--- src/hdl/ipc_pkg.sv ---
// shared types and constants for the input capture period collector
// no dependencies; imported by every module of the block
package ipc_pkg;

	localparam int MAX_PERIODS = 16;
	localparam int TICK_WIDTH  = 32;
	localparam int IDX_W       = $clog2(MAX_PERIODS);
	localparam int CNT_W       = $clog2(MAX_PERIODS + 1);

	localparam int TARGET_W  = 5;
	localparam int TIMEOUT_W = 16;

	localparam logic [TARGET_W-1:0]  TARGET_RESET  = TARGET_W'(16);
	localparam logic [TIMEOUT_W-1:0] TIMEOUT_RESET = TIMEOUT_W'(100);

	// register indexes of the configuration port
	localparam logic REG_PERIOD_TARGET = 1'b0;
	localparam logic REG_TIMEOUT       = 1'b1;

	// result kinds
	localparam logic KIND_PERIOD = 1'b0;
	localparam logic KIND_STATUS = 1'b1;

	typedef enum logic [1:0] {
		CMD_START   = 2'd0,
		CMD_CAPTURE = 2'd1,
		CMD_OVERRUN = 2'd2,
		CMD_TICK    = 2'd3
	} cmd_t;

	typedef enum logic [2:0] {
		ST_OK        = 3'd0,
		ST_INVALID   = 3'd1,
		ST_NOT_READY = 3'd2,
		ST_OVERRUN   = 3'd3,
		ST_TIMEOUT   = 3'd4
	} status_t;

	typedef struct packed {
		logic [TARGET_W-1:0]  period_target;
		logic [TIMEOUT_W-1:0] timeout_lim;
	} ipc_cfg_t;

	typedef struct packed {
		logic                  we;
		logic [IDX_W-1:0]      waddr;
		logic [TICK_WIDTH-1:0] wdata;
		logic                  re;
		logic [IDX_W-1:0]      raddr;
	} ipc_ram_req_t;

endpackage

--- src/hdl/ipc_period_ram.sv ---
// period store: one write port, one read port, registered read data
// depends on ipc_pkg
module ipc_period_ram
	import ipc_pkg::*;
(
	input  logic                  clk,
	input  ipc_ram_req_t          req,
	output logic [TICK_WIDTH-1:0] rdata
);

	logic [TICK_WIDTH-1:0] mem [MAX_PERIODS];

	always_ff @(posedge clk) begin
		if (req.we) begin
			mem[req.waddr] <= req.wdata;
		end
		if (req.re) begin
			rdata <= mem[req.raddr];
		end
	end

endmodule

--- src/hdl/ipc_ctrl.sv ---
// run sequencer: command decode, period computation, store readout
// depends on ipc_pkg; drives the period store through ipc_ram_req_t
module ipc_ctrl
	import ipc_pkg::*;
(
	input  logic                  clk,
	input  logic                  arst_n,
	input  logic                  start,
	input  logic [1:0]            cmd,
	input  logic [31:0]           capture_value,
	input  logic                  path_ready,
	input  ipc_cfg_t              cfg,
	output logic                  busy,
	output ipc_ram_req_t          ram_req,
	input  logic [TICK_WIDTH-1:0] ram_rdata,
	output logic                  result_strobe,
	output logic                  kind,
	output logic [31:0]           period_ticks,
	output logic [3:0]            period_slot,
	output logic [2:0]            status,
	output logic                  last_item
);

	typedef enum logic [1:0] {
		S_IDLE,
		S_EXEC,
		S_DUMP
	} state_t;

	state_t                 state_q;
	cmd_t                   cmd_q;
	logic [TICK_WIDTH-1:0]  cap_q;
	logic                   ready_q;
	logic [TICK_WIDTH-1:0]  prev_q;
	logic [CNT_W-1:0]       cnt_q;
	logic                   base_q;
	logic                   capturing_q;
	logic [TIMEOUT_W-1:0]   elapsed_q;
	logic [CNT_W-1:0]       run_target_q;
	logic [TIMEOUT_W-1:0]   run_timeout_q;
	logic [CNT_W-1:0]       rd_idx_q;
	logic                   rd_valid_s1;
	logic [IDX_W-1:0]       rd_idx_s1;
	logic                   stat_valid_q;
	status_t                stat_code_q;

	logic                   store_en;
	logic [CNT_W-1:0]       cnt_nxt;
	logic [TIMEOUT_W-1:0]   elapsed_nxt;
	logic                   cfg_bad;
	logic                   rd_more;

	assign busy = (state_q != S_IDLE);

	assign cfg_bad = (cfg.period_target == '0) ||
		(32'(cfg.period_target) > 32'(MAX_PERIODS)) || (cfg.timeout_lim == '0);

	assign store_en = (state_q == S_EXEC) && (cmd_q == CMD_CAPTURE) && capturing_q &&
		base_q && (cnt_q < run_target_q) && (32'(cnt_q) < 32'(MAX_PERIODS));
	assign cnt_nxt = store_en ? cnt_q + CNT_W'(1) : cnt_q;

	assign elapsed_nxt = (elapsed_q != '1) ? elapsed_q + TIMEOUT_W'(1) : elapsed_q;

	assign rd_more = (state_q == S_DUMP) && (rd_idx_q < cnt_q);

	always_comb begin
		ram_req.we    = store_en;
		ram_req.waddr = cnt_q[IDX_W-1:0];
		ram_req.wdata = cap_q - prev_q;
		ram_req.re    = rd_more;
		ram_req.raddr = rd_idx_q[IDX_W-1:0];
	end

	// period items come from the read stage, status items from the status register
	assign result_strobe = rd_valid_s1 | stat_valid_q;
	assign kind          = stat_valid_q ? KIND_STATUS : KIND_PERIOD;
	assign period_ticks  = rd_valid_s1 ? 32'(ram_rdata) : '0;
	assign period_slot   = rd_valid_s1 ? 4'(rd_idx_s1) : '0;
	assign status        = stat_valid_q ? stat_code_q : ST_OK;
	assign last_item     = stat_valid_q;

	always_ff @(posedge clk or negedge arst_n) begin
		if (!arst_n) begin
			state_q       <= S_IDLE;
			cmd_q         <= CMD_START;
			cap_q         <= '0;
			ready_q       <= 1'b0;
			prev_q        <= '0;
			cnt_q         <= '0;
			base_q        <= 1'b0;
			capturing_q   <= 1'b0;
			elapsed_q     <= '0;
			run_target_q  <= '0;
			run_timeout_q <= '0;
			rd_idx_q      <= '0;
			rd_valid_s1   <= 1'b0;
			rd_idx_s1     <= '0;
			stat_valid_q  <= 1'b0;
			stat_code_q   <= ST_OK;
		end else begin
			stat_valid_q <= 1'b0;
			rd_valid_s1  <= 1'b0;
			unique case (state_q)
				S_IDLE: begin
					if (start) begin
						cmd_q   <= cmd_t'(cmd);
						cap_q   <= capture_value[TICK_WIDTH-1:0];
						ready_q <= path_ready;
						state_q <= S_EXEC;
					end
				end
				S_EXEC: begin
					state_q <= S_IDLE;
					unique case (cmd_q)
						CMD_START: begin
							if (cfg_bad) begin
								stat_valid_q <= 1'b1;
								stat_code_q  <= ST_INVALID;
							end else if (!ready_q) begin
								stat_valid_q <= 1'b1;
								stat_code_q  <= ST_NOT_READY;
							end else begin
								prev_q        <= '0;
								cnt_q         <= '0;
								base_q        <= 1'b0;
								elapsed_q     <= '0;
								run_target_q  <= CNT_W'(cfg.period_target);
								run_timeout_q <= cfg.timeout_lim;
								capturing_q   <= 1'b1;
							end
						end
						CMD_CAPTURE: begin
							if (capturing_q) begin
								if (!base_q) begin
									prev_q <= cap_q;
									base_q <= 1'b1;
								end else begin
									if (store_en) begin
										prev_q <= cap_q;
									end
									cnt_q <= cnt_nxt;
									if (cnt_nxt >= run_target_q) begin
										capturing_q <= 1'b0;
										rd_idx_q    <= '0;
										state_q     <= S_DUMP;
									end
								end
							end
						end
						CMD_OVERRUN: begin
							if (capturing_q) begin
								capturing_q  <= 1'b0;
								stat_valid_q <= 1'b1;
								stat_code_q  <= ST_OVERRUN;
							end
						end
						CMD_TICK: begin
							if (capturing_q) begin
								elapsed_q <= elapsed_nxt;
								if (elapsed_nxt >= run_timeout_q) begin
									capturing_q  <= 1'b0;
									stat_valid_q <= 1'b1;
									stat_code_q  <= ST_TIMEOUT;
								end
							end
						end
						default: begin
						end
					endcase
				end
				S_DUMP: begin
					if (rd_more) begin
						rd_valid_s1 <= 1'b1;
						rd_idx_s1   <= rd_idx_q[IDX_W-1:0];
						rd_idx_q    <= rd_idx_q + CNT_W'(1);
					end else begin
						stat_valid_q <= 1'b1;
						stat_code_q  <= ST_OK;
						state_q      <= S_IDLE;
					end
				end
				default: begin
					state_q <= S_IDLE;
				end
			endcase
		end
	end

endmodule

--- src/hdl/input_capture_period_collector_core.sv ---
// input capture period collector: each command transaction has an accept step, then an execute step
// a status result strobes in the cycle after execution; busy is low again in that cycle
// a run completing on a capture reads the period store, one entry per cycle, so periods
// strobe on consecutive cycles after the readout state and the store's read register, then the ok status
// the receiver cannot stall; reset (arst_n low) clears control state and loads 16 / 100
// into the registers; the period store has no reset, only entries of the current run are read
module input_capture_period_collector_core
	import ipc_pkg::*;
(
	input  logic        clk,
	input  logic        arst_n,
	// command transaction
	input  logic        start,
	output logic        busy,
	input  logic [1:0]  cmd,
	input  logic [31:0] capture_value,
	input  logic        path_ready,
	// configuration write channel
	input  logic        cfg_valid,
	output logic        cfg_ready,
	input  logic        cfg_index,
	input  logic [15:0] cfg_data,
	// result transactions, one per strobe
	output logic        result_strobe,
	output logic        kind,
	output logic [31:0] period_ticks,
	output logic [3:0]  period_slot,
	output logic [2:0]  status,
	output logic        last_item
);

	ipc_cfg_t              cfg_q;
	ipc_ram_req_t          ram_req;
	logic [TICK_WIDTH-1:0] ram_rdata;

	// a write lands in any cycle; a run keeps its own copy latched at start
	assign cfg_ready = 1'b1;

	always_ff @(posedge clk or negedge arst_n) begin
		if (!arst_n) begin
			cfg_q.period_target <= TARGET_RESET;
			cfg_q.timeout_lim   <= TIMEOUT_RESET;
		end else if (cfg_valid && cfg_ready) begin
			unique case (cfg_index)
				REG_PERIOD_TARGET: cfg_q.period_target <= cfg_data[TARGET_W-1:0];
				REG_TIMEOUT:       cfg_q.timeout_lim   <= cfg_data[TIMEOUT_W-1:0];
				default: begin
				end
			endcase
		end
	end

	// sequencer: decodes the command, computes periods, walks the store at run end
	ipc_ctrl u_ctrl (
		.clk           (clk),
		.arst_n        (arst_n),
		.start         (start),
		.cmd           (cmd),
		.capture_value (capture_value),
		.path_ready    (path_ready),
		.cfg           (cfg_q),
		.busy          (busy),
		.ram_req       (ram_req),
		.ram_rdata     (ram_rdata),
		.result_strobe (result_strobe),
		.kind          (kind),
		.period_ticks  (period_ticks),
		.period_slot   (period_slot),
		.status        (status),
		.last_item     (last_item)
	);

	// period store, written on capture, read during the readout
	ipc_period_ram u_ram (
		.clk   (clk),
		.req   (ram_req),
		.rdata (ram_rdata)
	);

	// an accepted command always occupies the execute cycle
	assert property (@(posedge clk) disable iff (!arst_n)
		(start && !busy) |=> busy)
		else $error("accepted command did not raise busy");

	// a period item is always followed by another period or the closing status
	assert property (@(posedge clk) disable iff (!arst_n)
		(result_strobe && kind == KIND_PERIOD) |=> result_strobe)
		else $error("readout broke off before the closing status");

	// status items only follow a busy cycle
	assert property (@(posedge clk) disable iff (!arst_n)
		(result_strobe && kind == KIND_STATUS) |-> $past(busy))
		else $error("status item without preceding execution");

	// periods come out in store order
	assert property (@(posedge clk) disable iff (!arst_n)
		(result_strobe && kind == KIND_PERIOD && period_slot != 4'd0) |->
		($past(result_strobe) && $past(period_slot) == 4'(period_slot - 4'd1)))
		else $error("period readout out of order");

endmodule
--- config.mk ---
export PLATFORM = sky130hd
export DESIGN_NAME = input_capture_period_collector_core
export DESIGN_NICKNAME = d
export VERILOG_FILES = /design/src/hdl/ipc_pkg.sv /design/src/hdl/ipc_period_ram.sv /design/src/hdl/ipc_ctrl.sv /design/src/hdl/input_capture_period_collector_core.sv
export SDC_FILE = /design/constraint.sdc
export NUM_CORES = 1
export LEC_CHECK = 0
export BUFFER_PORTS_ARGS = -buffer_cell sky130_fd_sc_hd__buf_2
export CORE_ASPECT_RATIO = 1.25
export CORE_MARGIN = 1.5
export CORE_UTILIZATION = 35
export CTS_CLUSTER_SIZE = 30
export DETAILED_ROUTE_END_ITERATION = 12
export PLACE_DENSITY = 0.53
export SYNTH_ARGS = -nofsm -noshare
export SYNTH_HDL_FRONTEND = slang
export SYNTH_SLANG_ARGS = --single-unit
--- constraint.sdc ---
create_clock -name clk -period 4.5 [get_ports clk]
set_clock_uncertainty 0.05 [all_clocks]
set_input_delay 0.675 -clock clk [delete_from_list [all_inputs] [get_ports clk]]
set_output_delay 0.675 -clock clk [all_outputs]
set_load 0.01 [all_outputs]
Word-level counts from Yosys, hierarchy flattened
Memories as Yosys holds them, arrays and structs flattened. A register that Yosys moved wholly into a read port is not among the register bits.
Index checks and enable logic that the tools add are counted.
{ "classes": {"addsub": 4, "order_cmp": 6, "eq_ne": 24, "muxes": 66, "bitwise": 3, "n_reduce_logical": 29} }
{ "ops": {"columns": ["op", "count"], "rows": [
  ["$mux W32", 6],
  ["$mux W16", 4],
  ["$pmux W32 S2", 1],
  ["$mux W5", 10],
  ["$pmux W16 S2", 1],
  ["$sub A32 B32 Y32", 1],
  ["$mux W1", 21],
  ["$mux W3", 7],
  ["$pmux W5 S2", 2],
  ["$reduce_and A6 Y1", 3],
  ["$add A16 B1 Y16 const B", 1],
  ["$ge A16 B16 Y1", 1],
  ["$logic_not A16 Y1", 1],
  ["$ne A16 B16 Y1 const B", 1],
  ["$ne A2 B1 Y1 const B", 7],
  ["$mux W2", 6],
  ["$add A5 B1 Y5 const B", 2],
  ["$lt A5 B5 Y1", 2],
  ["$ne A2 B2 Y1 const B", 5],
  ["$reduce_and A2 Y1", 5],
  ["$reduce_and A5 Y1", 2],
  ["$pmux W3 S3", 1],
  ["$ne A4 B4 Y1 const B", 2],
  ["$reduce_bool A2 Y1", 4],
  ["other kinds (22)", 36]
]} }
{ "word_totals": {"register_bits": 148, "ramBits": 512, "input_bits": 56, "out_inout_bits": 44, "wordCells": 151, "n_memories": 1} }
{ "memory_table": {"columns": ["memory", "depth", "width", "rd", "rd_clocked_by_memory_dff", "write_ports", "line_no", "source"], "rows": [
  ["u_ram.mem", 16, 32, 1, 1, 1, "ipc_period_ram.sv:11", "logic [TICK_WIDTH-1:0] mem [MAX_PERIODS];"]
]} }

Logic depth before layout (Yosys ltp)
Gate-level depths: netlist of the first run.
{ "depth": {"ltp_word": 13, "mapped_depth": 20, "ltp_nobuf": 19} }

By module
From an unflattened synthesis of the first run, not the netlist that was laid out.
{ "hier_totals": {"cells_unflattened": 1750, "area_unflattened_um2": 29171.7} }
{ "by_module_without_submodules": {"columns": ["module", "instances", "cells_each", "area_each_um2", "seq_area_each_um2"], "rows": [
  ["ipc_period_ram", 1, 838, 20174.3, 16335.7],
  ["ipc_ctrl", 1, 865, 8190.4, 3178.0],
  ["input_capture_period_collector_core", 1, 47, 807.0, 530.5]
]} }

Worst setup path before layout of the first run
OpenSTA, ideal clock, no wires.
{ "synth_path": {"path_type": "flip-flop to flip-flop", "startpoint": "register u_ctrl.cnt_q[1]", "endpoint": "memory u_ram.mem[7][0] (enable)", "setup_ps": 461, "t_arrival_ps": 4201, "required_ps": 3989, "slack_ps": -212, "stages_incl_launch_ff": 10, "path_buffers": 1, "synth_period_minus_slack_ps": 4712, "cell_sequence": "dfrtp_1 > ha_1 > a21o_1 > a21o_1 > a21o_1 > a211o_1 > nor2_2 > buf_2 > nand2_1 > nor3_1"} }
{ "synth_between": {"elab_chain_len": 5, "elab_cells_between_ends": 6, "classes_between": "2 x order compare; 2 x mux; 2 x reduce/logical"} }
{ "synth_rtl": {"columns": ["element", "line_no", "source"], "rows": [
  ["start: declaration", "ipc_ctrl.sv:35", "logic [CNT_W-1:0] cnt_q;"],
  ["start signal: assignment", "ipc_ctrl.sv:141", "cnt_q <= cnt_nxt;"],
  ["$lt A5 B5 Y1", "ipc_ctrl.sv:59", "base_q && (cnt_q < run_target_q) && (32'(cnt_q) < 32'(MAX_PERIODS));"],
  ["$logic_and A1 B1 Y1 (2 in series)", "ipc_ctrl.sv:59", null],
  ["$mux W1", "ipc_period_ram.sv:14", "if (req.we) begin"],
  ["$mux W1 (implied by the code)", "ipc_period_ram.sv:15", "mem[req.waddr] <= req.wdata;"],
  ["end: declaration", "ipc_period_ram.sv:11", null]
]} }
Parallel ways exist; a longest one is shown, timed or not.

Worst setup path after layout of the first run
{ "layout_path": {"startpoint": "register u_ctrl.elapsed_q[3]", "endpoint": "register u_ctrl.stat_code_q[2]"} }
{ "layout_between": {"elab_chain_len": 5, "elab_cells_between_ends": 6, "classes_between": "1 x add/sub; 1 x order compare; 2 x eq/ne; 1 x mux; 1 x reduce/logical"} }
{ "layout_rtl": {"columns": ["element", "line_no", "source"], "rows": [
  ["start: declaration", "ipc_ctrl.sv:38", "logic [TIMEOUT_W-1:0] elapsed_q;"],
  ["start signal: assignment", "ipc_ctrl.sv:159", "elapsed_q <= elapsed_nxt;"],
  ["$add A16 B1 Y16 or $ne A16 B16 Y1 (tied branches)", "ipc_ctrl.sv:62", "assign elapsed_nxt = (elapsed_q != '1) ? elapsed_q + TIMEOUT_W'(1) : elapsed_q;"],
  ["$mux W16 *", "ipc_ctrl.sv:62", null],
  ["$ge A16 B16 Y1 *", "ipc_ctrl.sv:160", "if (elapsed_nxt >= run_timeout_q) begin"],
  ["$ne A3 B3 Y1 (no source line) *", null, null],
  ["$reduce_and A7 Y1 (no source line) *", null, null],
  ["end signal: assignment", "ipc_ctrl.sv:154", "stat_code_q <= ST_OVERRUN;"],
  ["end signal: assignment", "ipc_ctrl.sv:163", "stat_code_q <= ST_TIMEOUT;"],
  ["end signal: assignment", "ipc_ctrl.sv:178", "stat_code_q <= ST_OK;"],
  ["end: declaration", "ipc_ctrl.sv:45", "status_t stat_code_q;"]
]} }
Mark *: on every way between the ends. The rest lies on a longest branch, timed or not.
A chain may end at the register's enable or synchronous reset.

==> key figures, run 1 <==
Global routing
  – M2 GR Usage: 26.48%
  – Vias in the first global route: 16.05k
  – Initial antenna violation count: 2
  – Total gr overflow: 0
  – Busiest grt layer: met2
  – Largest net degree at the start of global routing: 91
  – GR Util met1: 21.15%
  – First-pass GRT wire length: 99700 um
  – GRT Util Overall: 15.75%
  – Routing usage on met3: 2.442%

Placement
  – DP HPWL: 38200 um
  – Pre-CTS setup slack: 409.0 ps
  – DP Area: 31210 um^2
  – PortBufs: 98
  – RePlAce Congestion: 0.8122

Pwr
  – Combinational share of power: 27.0%
  – NetSw: 6.719 mW
  – Peak supply drop: 0.4631 mV
  – Clock power share: 27.1%
  – Int Power: 15.09 mW
  – Reg power frac: 45.9%
  – Leak pwr: 11.60 nW
  – Net switching fraction of the power: 30.81%
  – PwrDens: 650.6 nW/um^2
  – Design Power: 21.81 mW

Synthesis
  – Post-Syn Instances: 1656
  – Synthesized-area fraction occupied by adder cells: 3.047%
  – Synth Area in Simple Gates: 4.325%
  – Post-synthesis cell type count: 58
  – Post-synth EDFFs: 544
  – Mapped Area: 28990 um^2
  – Syn nets: 1782
  – Xor-xnor portion of the synthesized cell area: 1.209%
  – Seq/Total Area, Yosys: 69.15%
  – Top FF cell, synth: edfxtp_1
  – Post-Syn Area per Cell: 17.50 um^2
  – Mux contribution to synthesized area: 14.84%
  – Ys Warns: 0
  – Main combinational cell family by area after synthesis: multiplexers
  – Flops & latches, synth: 692
  – Complex-gate fraction of the synthesized area: 5.253%
  – Asr flop ratio synth: 21.39%

Drt
  – WL final: 65810 um
  – Drt pass-1 iters: 5
  – # DRC: 0
  – Vias: 15.09k
  – ANT nets after route: 0
  – DR iter-0 viols: 1029
  – Drt via density: 5.140
  – Routed wire length per instance: 22.42 um

STA
  – RSZ-0062 raised after global routing: false
  – Setup ws final: 367.8 ps
  – Post-route minimum period: 4132 ps
  – Hold Violations, Final: 0
  – Worst-margin pin slew: 1382 ps
  – Setup tns final: 0 ps
  – Crit share post-route: 91.83%
  – Slew Limit Fails: 0
  – Max Freq: 242.0 MHz
  – # setup viols final: 0
  – Max-slew headroom: 7.213%

Floorplan
  – Area of the core: 81690 um^2
  – Initial Utilization: 35.49%
  – I/O pin total: 100
  – Die Y: 324.8 um
  – Row cnt: 117
  – Die ar.: 84570 um^2
  – Width of the die: 260.4 um

Clock tree
  – Hold_buf cts: 0
  – Root buf cell: clkbuf_16
  – CTS Buf Count: 71
  – Clk slew on worst S/H paths: 60 ps
  – # H-tree levels: 3
  – Clock Path Buffers: 3
  – CTS resizes: 0
  – CTS tree: done
  – Sink Count: 692
  – Skew-Pair Late Insertion Delay: 610 ps
  – # Post-CTS Setup Buffers: 0

Worst setup path
  – R2R setup slack: 370 ps
  – RR Startpoint: u_ctrl.elapsed_q[3]
  – CP Capture Type: flip-flop
  – Worst-case reg-to-reg path depth: 17
  – Kind of critical path: reg -> reg
  – Critical Path Start Type: flip-flop
  – Crit-path max FO: 9
  – RR Endpoint: u_ctrl.stat_code_q[2]
  – Worst setup startpoint: u_ctrl.elapsed_q[3]
  – Worst Path Arrival: 4590 ps
  – Worst setup path endpoint: u_ctrl.stat_code_q[2]
  – Worst path required time: 4960 ps

Finish
  – Layout cells sized above 1: 27.52%
  – Core Util, Final: 41.03%
  – Antenna Cells: 0
  – Post-layout nets: 1942
  – Design area: 33520 um^2
  – Area grow syn2layout: 15.62%

Worst hold path
  – HP Class: in -> async

Run
  – Max Cap Viol: 0

Outcome
  – Status: completed
logic make-up after synthesis:
kind of cell	Yosys count
AO/OA/AOI/OAI	229
AND/OR/NAND/NOR	250
XOR/XNOR	40
adder cells (fa/ha/maj)	70
flip-flops	692
multiplexers	222
other	1
buffers and inverters	152
power groups by stage:
stage	clock network (mW)	logic, mW	registers, mW
2_1_floorplan	0	3.52	10.0
3_3_place_gp	0	5.65	10.1
3_5_place_dp	0	5.90	10.1
6_report	5.91	5.88	10.0
4_1_cts	6.07	5.91	10.0
5_1_grt	6.29	6.51	10.1
layer usage:
metal | share of wire (%) | wire length (um)
met5 | 0 | 0
met4 | 2.0 | 1317
met3 | 4.2 | 2781
met2 | 50 | 32720
met1 | 44 | 29000
layout make-up:
type,instances,area (um^2)
multi-input cells,812,8402
well taps,1071,1340
fillers,7390,48170
clock buffers,90,1891
flip-flops and latches,692,20060
clock inverters,31,415.4
repair buffers,158,1110
inverters,81,304.0
cells in the mapped netlist (all sizes together) (6+ instances only):
cell,number,area share (%)
edfxtp,544,56
mux4,160,12
dfrtp,144,12
inv,81,1.0
ha,69,3.0
nand2,64,0.83
o21ai,64,1.1
mux2,62,2.4
a21oi,46,0.79
and2,46,0.99
clkbuf,46,0.60
nor2,45,0.60
a22o,35,1.1
xnor2,30,0.91
a21o,25,0.65
buf,25,0.52
nor3,24,0.41
nand3,21,0.36
o21a,13,0.34
nor2b,12,0.28
xor2,10,0.30
a211oi,8,0.22
nand2b,8,0.18
o31ai,8,0.21
nand4,7,0.15
and3,6,0.13
nor4,6,0.13
o2bb2ai,6,0.18
placed cells by master (no fill, tap or decap), types with 7 or more instances in the layout:
cell	Yosys	final
a211oi_1	7	7
a21o_1	25	25
a21oi_1	46	46
a22o_1	35	35
and2_1	46	42
buf_12	0	13
buf_2	7	97
buf_4	5	47
bufinv_16	0	9
clkbuf_1	46	17
clkbuf_16	0	73
clkinv_1	0	9
dfrtp_1	144	139
edfxtp_1	544	544
ha_1	69	69
inv_1	81	80
mux2_2	62	62
mux4_2	160	160
nand2_1	64	64
nand2b_1	7	7
nand3_1	21	21
nand4_1	7	7
nor2_1	43	38
nor2b_1	11	11
nor3_1	24	16
nor3_2	0	8
o21a_1	13	13
o21ai_0	61	61
o31ai_1	8	8
xnor2_1	30	30
xor2_1	10	10
state kept, by name, summed over array words and instances, names as in the netlist, 2 cells and up:
signal and cells:
u_ctrl.rd_idx_q 5, u_ctrl.prev_q 32, u_ctrl.cmd_q 2, u_ctrl.elapsed_q 16, u_ctrl.rd_idx_s1 4, u_ctrl.run_target_q 5, u_ram.mem 512, u_ctrl.stat_code_q 3
u_ram.rdata 32, u_ctrl.run_timeout_q 16, u_ctrl.state_q 2, u_ctrl.cnt_q 5, cfg_q 21, u_ctrl.cap_q 32
how the worst min path moves through the flow:
stage	start	end	slack (ps)	cells after the start
floorplan	arst_n	cfg_q[0]	330	0
global placement	u_ctrl.rd_idx_s1[0]	u_ctrl.rd_idx_s1[0]	420	2
detailed placement	u_ctrl.rd_idx_s1[0]	u_ctrl.rd_idx_s1[0]	420	2
CTS	arst_n	cfg_q[7]	100	1
global route	arst_n	cfg_q[7]	150	1
finish	arst_n	cfg_q[7]	100	1
worst max-delay path, cell delays in order, from the launching register on:
cell and delay, ps:
dfrtp_1 510, nand4_1 210, nor2_2 210, nand3_1 190
or3_1 430, nor2_1 260, nor2_1 200, nand2_1 140
xnor2_1 80, ha_1 200, a21o_1 150, a21o_1 170
a21oi_1 220, nand2_1 100, o211a_1 230, nor3_1 360
nand3b_1 210, o2bb2ai_1 140
through the flow:
| step | hold WS [ps] | std cells |
|---|---|---|
| 6_report | 100.7 | 2935 |
| 5_1_grt | 150.4 | 2935 |
| 4_1_cts | 104.3 | 2935 |
| 3_5_place_dp | 419.3 | 2814 |
| 3_3_place_gp | 424.0 | 2814 |
| 2_1_floorplan | 329.4 | 1656 |
No activity file was read; power rests on OpenSTA's default activity.
==> run 2, diff against run 1 <==
- CTS_BUF_LIST: not set -> sky130_fd_sc_hd__clkbuf_2 sky130_fd_sc_hd__clkbuf_4 sky130_fd_sc_hd__clkbuf_8
==> run 2 against run 1 <==
Net effect: register-to-register slack is essentially flat; via count up 2.0%; final cell count up 2.8%; critical path type unchanged; largest power group unchanged.
==> key figures, run 2 (synthesis gave the netlist of run 1 again) <==
Finish
  – Max reg flops: 512
  – Most common cell after layout, fill and taps aside: edfxtp_1
  – Fill cell count: 7441
  – Register with the most flip-flops: u_ram.mem
  – Non-Filler Instances: 3017
  – Post-layout nets: 1978
  – Area grow syn2layout: 15.71%
  – Core Util, Final: 41.06%
  – Layout cells sized above 1: 30.75%
  – Most frequent cells in the layout: edfxtp_1 (544), mux4_2 (160), dfrtp_1 (139), clkbuf_8 (116), buf_2 (97)

Drt
  – Drt pass-1 iters: 5
  – Drt via density: 5.101
  – Routed wire length per instance: 22.03 um
  – # DRC: 0
  – WL final: 66470 um
  – ANT nets after route: 0
  – Vias: 15.39k
  – DR iter-0 viols: 971

Clock tree
  – Skew-Pair Late Insertion Delay: 710 ps
  – # Post-CTS Setup Buffers: 0
  – CTS tree: done
  – CTS resizes: 0
  – # H-tree levels: 3
  – Clk slew on worst S/H paths: 70 ps
  – Sink Count: 692
  – Clock Path Buffers: 3
  – CTS Buf Count: 106
  – Root buf cell: clkbuf_8

Placement
  – Placed insts: 2814
  – PortBufs: 98
  – RePlAce Congestion: 0.8122
  – DP HPWL: 38200 um

Floorplan
  – Die ar.: 84570 um^2
  – Area of the core: 81690 um^2
  – Die Y: 324.8 um
  – Row cnt: 117
  – Initial Utilization: 35.49%
  – Width of the die: 260.4 um
  – I/O pin total: 100

Global routing
  – GRT Util Overall: 15.94%
  – Vias in the first global route: 16.36k
  – Largest net degree at the start of global routing: 91
  – First-pass GRT wire length: 100700 um
  – Initial antenna violation count: 4
  – Total gr overflow: 0

Worst setup path
  – Crit-path max FO: 9
  – Worst path required time: 5060 ps
  – Worst setup startpoint: u_ctrl.elapsed_q[3]
  – RR Startpoint: u_ctrl.elapsed_q[3]
  – Worst Path Arrival: 4700 ps
  – Critical Path Start Type: flip-flop
  – CP Capture Type: flip-flop
  – Kind of critical path: reg -> reg

Outcome
  – Status: completed

STA
  – # setup viols final: 0
  – Crit share post-route: 92.02%
  – Max-slew headroom: 11.17%
  – Slew Limit Fails: 0
  – RSZ-0062 raised after global routing: false
  – Max Freq: 241.5 MHz
  – Worst-margin pin slew: 1323 ps
  – Post-route minimum period: 4141 ps
  – Hold Violations, Final: 0

Pwr
  – Design Power: 21.53 mW
  – PwrDens: 641.8 nW/um^2
  – Peak supply drop: 0.4260 mV
  – Leak pwr: 11.72 nW

Run
  – Max Cap Viol: 0

Worst hold path
  – Origin of the worst min-delay path: capture_value[25]
  – HP Class: in -> reg
run 2: changes by cell type in the layout (fill, tap and decap cells not counted), sizes merged:
cell / before / now
diode: 0 / 1
clkinvlp: 2 / 1
clkinv: 20 / 41
dlygate4sd3: 0 / 1
clkbuf: 90 / 144
bufinv: 9 / 8
inv: 81 / 88
run 2: path summary, 6_finish.rpt:
check,end,slack (ps),cells after the start
worst max-delay path,u_ctrl.stat_code_q[2],360,17
worst min-delay path,u_ctrl.cap_q[25],140,2
worst max register to register,u_ctrl.stat_code_q[2],360,17
worst min register to register,u_ctrl.prev_q[20],450,1
max in group asynchronous,u_ctrl.cap_q[3],3020,3
min in group asynchronous,cfg_q[7],560,2
run 2: metrics by stage:
step / TNS [ps] / hold slack [ps] / setup WS [ps] / cell area, um^2
after floorplan: -47380 / 329.4 / -211.7 / 28990
after global placement: 0 / 424.0 / 473.3 / 31210
after detailed placement: 0 / 419.3 / 409.0 / 31210
after CTS: 0 / 60.41 / 354.9 / 33540
after global routing: 0 / 93.45 / 39.65 / 33540
final: 0 / 140.4 / 359.0 / 33540
run 2: power breakdown:
| group | internal, mW | switching, mW | total, mW |
|---|---|---|---|
| Sequential | 9.72 | 0.296 | 10.0 |
| Clock | 3.11 | 2.52 | 5.62 |
| Combinational | 1.88 | 4.01 | 5.89 |
| Total | 14.7 | 6.83 | 21.5 |
run 2: final cells by class:
cell class              instances  area [um^2]  share of cell area (%)
flip-flops and latches        692        20060                   59.79
multi-input cells             812         8402                   25.05
clock buffers                 144         1807                   5.386
well taps                    1071         1340                   3.995
repair buffers                159         1120                   3.339
clock inverters                57        511.7                   1.526
inverters                      81        304.0                  0.9064
diodes                          1        2.502                0.007460
run 2: worst max-delay path, cell delays in order, from the launching register on:
cell and delay, ps:
dfrtp_1 500, nand4_1 200, nor2_2 210, nand3_1 190
or3_1 430, nor2_1 260, nor2_1 200, nand2_1 150
xnor2_1 80, ha_1 200, a21o_1 150, a21o_1 170
a21oi_1 220, nand2_1 100, o211a_1 230, nor3_1 350
nand3b_1 210, o2bb2ai_1 140
run 2: layer usage:
metal / vias to the layer above / routed length, um / share of wire, % / track usage [%]
li1: 6906 / - / - / -
met3: 99 / 2759 / 4.2 / 2.434
met1: 8024 / 29070 / 44 / 20.94
met2: 362 / 33250 / 50 / 26.98
met5: - / 0 / 0 / 0
met4: 0 / 1399 / 2.1 / 5.114
run 2: timing repair:
| item | CTS | global route |
|---|---|---|
| endpoints found under the setup margin | 0 | 0 |
| endpoints found under the hold margin | 79 | 0 |
| hold buffers | 1 | 0 |
==> run 3, diff against run 2 <==
- CORE_MARGIN: 1.5 -> 2
==> run 3 against run 2 <==
Net effect: combinational power fell by 2%; clock-buffer cell count decreased by 1; global-route usage is 0.096 points lower; final area fell by 0.68%; largest cell class unchanged; first-iteration DRC count shrank 2.7%; die area rose by 0.69%; critical path depth is 1 higher; clock power shrank 7.1%.
==> key figures, run 3 (synthesis gave the netlist of run 1 again) <==
Outcome
  – Status: completed

Drt
  – Drt via density: 5.099
  – Routed wire length per instance: 21.98 um
  – ANT nets after route: 0
  – # DRC: 0
  – Drt pass-1 iters: 5
  – WL final: 66160 um
  – DR iter-0 viols: 945
  – Vias: 15.35k

Clock tree
  – Sink Count: 692
  – Clk slew on worst S/H paths: 70 ps
  – # Post-CTS Setup Buffers: 0
  – CTS Buf Count: 105
  – Skew-Pair Late Insertion Delay: 750 ps
  – Clock Path Buffers: 3
  – CTS tree: done
  – # H-tree levels: 3
  – Root buf cell: clkbuf_8

Pwr
  – Design Power: 21.05 mW
  – Peak supply drop: 0.3411 mV
  – PwrDens: 631.9 nW/um^2
  – Leak pwr: 11.60 nW

Finish
  – Post-layout nets: 1975
  – Most common cell after layout, fill and taps aside: edfxtp_1
  – Area grow syn2layout: 14.92%
  – Register with the most flip-flops: u_ram.mem
  – Most frequent cells in the layout: edfxtp_1 (544), mux4_2 (160), dfrtp_1 (139), clkbuf_8 (109), buf_2 (97)
  – Core Util, Final: 40.44%
  – Layout cells sized above 1: 30.27%
  – Max reg flops: 512
  – Fill cell count: 7524

Run
  – Max Cap Viol: 0

Global routing
  – Vias in the first global route: 16.51k
  – Largest net degree at the start of global routing: 133
  – Total gr overflow: 0
  – Initial antenna violation count: 2
  – First-pass GRT wire length: 101300 um
  – GRT Util Overall: 15.84%

STA
  – # setup viols final: 0
  – RSZ-0062 raised after global routing: false
  – Max-slew headroom: 7.942%
  – Setup ws final: 402.4 ps
  – Post-route minimum period: 4098 ps
  – Slew Limit Fails: 0
  – Worst-margin pin slew: 1371 ps
  – Crit share post-route: 91.06%
  – Hold Violations, Final: 0
  – Max Freq: 244.0 MHz

Floorplan
  – Width of the die: 261.4 um
  – I/O pin total: 100
  – Row cnt: 118
  – Area of the core: 82380 um^2
  – Die ar.: 85150 um^2
  – Die Y: 325.8 um
  – Initial Utilization: 35.19%

Worst hold path
  – Origin of the worst min-delay path: capture_value[29]
  – HP Class: in -> reg
  – Hold depth: 2
  – Hold Path Sink: u_ctrl.cap_q[29]

Worst setup path
  – Worst-case reg-to-reg path depth: 18
  – Kind of critical path: reg -> reg
  – Crit-path max FO: 8
  – R2R setup slack: 400 ps
  – RR Endpoint: u_ctrl.rd_idx_q[3]
  – CP Capture Type: flip-flop
  – RR Startpoint: u_ctrl.cnt_q[1]
  – Worst Path Arrival: 4630 ps
  – Worst path required time: 5030 ps
  – Worst setup startpoint: u_ctrl.cnt_q[1]
  – Critical Path Start Type: flip-flop

Placement
  – DP HPWL: 37730 um
  – RePlAce Congestion: 0.7986
  – Pre-CTS setup slack: 315.9 ps
  – PortBufs: 98
==> run 3: area by class of cell <==
cell class	instances	area (um^2)	area share, %
Clock buffer	143	1755	5.269
Inverter	81	304.0	0.9127
Sequential cell	692	20060	60.20
Timing Repair Buffer	157	1080	3.241
Multi-Input combinational cell	812	8411	25.25
Clock inverter	44	354.1	1.063
Antenna cell	1	2.502	0.007512
Tap cell	1080	1351	4.056
==> run 3: metrics by stage <==
| step | hold slack (ps) | TNS, ps | cell area (um^2) | instances |
|---|---|---|---|---|
| floorplan | 329.4 | -47380 | 28990 | 1656 |
| global placement | 427.3 | 0 | 31180 | 2821 |
| detailed placement | 422.5 | 0 | 31180 | 2821 |
| CTS | 52.83 | 0 | 33300 | 3009 |
| global route | 89.88 | 0 | 33310 | 3010 |
| finish | 121.6 | 0 | 33310 | 3010 |
==> run 3: how the worst max path moves through the flow <==
| stage | depth (start not counted) | end |
|---|---|---|
| after global routing | 17 | u_ctrl.stat_code_q[2] |
| after floorplan | 9 | u_ram.mem[7][0] |
| after detailed placement | 18 | u_ctrl.rd_idx_q[3] |
| final | 18 | u_ctrl.rd_idx_q[3] |
| after CTS | 18 | u_ctrl.rd_idx_q[3] |
| after global placement | 18 | u_ctrl.rd_idx_q[3] |
==> run 3: critical path, cell delays in order, from the launching register on <==
cell	delay, ps
dfrtp_1	460
ha_1	320
a21o_1	170
a21o_1	170
a21o_1	170
a211o_1	320
nor2_2	270
nand2_1	150
xnor2_1	160
ha_1	320
a21o_1	160
a21o_1	170
a211o_1	320
nand2b_1	130
o21ai_0	140
o21ai_2	170
nor3_1	90
a21oi_1	150
o21ai_0	100
==> run 3: per-layer routing <==
layer  vias up  routed length, um  global-route usage, %
li1       6899                  -                      -
met1      7985              29070                  21.33
met2       352              32760                  26.02
met3       111               2812                  2.677
met4         0               1518                  5.348
met5         -                  0                      0
==> run 3: where the power goes <==
part / internal (mW) / leakage [nW] / switching, mW
registers: 9.73 / 6.77 / 0.305
clock network: 2.78 / 1.12 / 2.44
logic: 1.84 / 3.71 / 3.96
==> run 3: what timing repair did <==
action / 4_1_cts / 5_1_grt
setup endpoints to repair: 0 / 6
gates resized for setup: 0 / 2
endpoints found under the hold margin: 49 / 0
hold buffers: 1 / 0
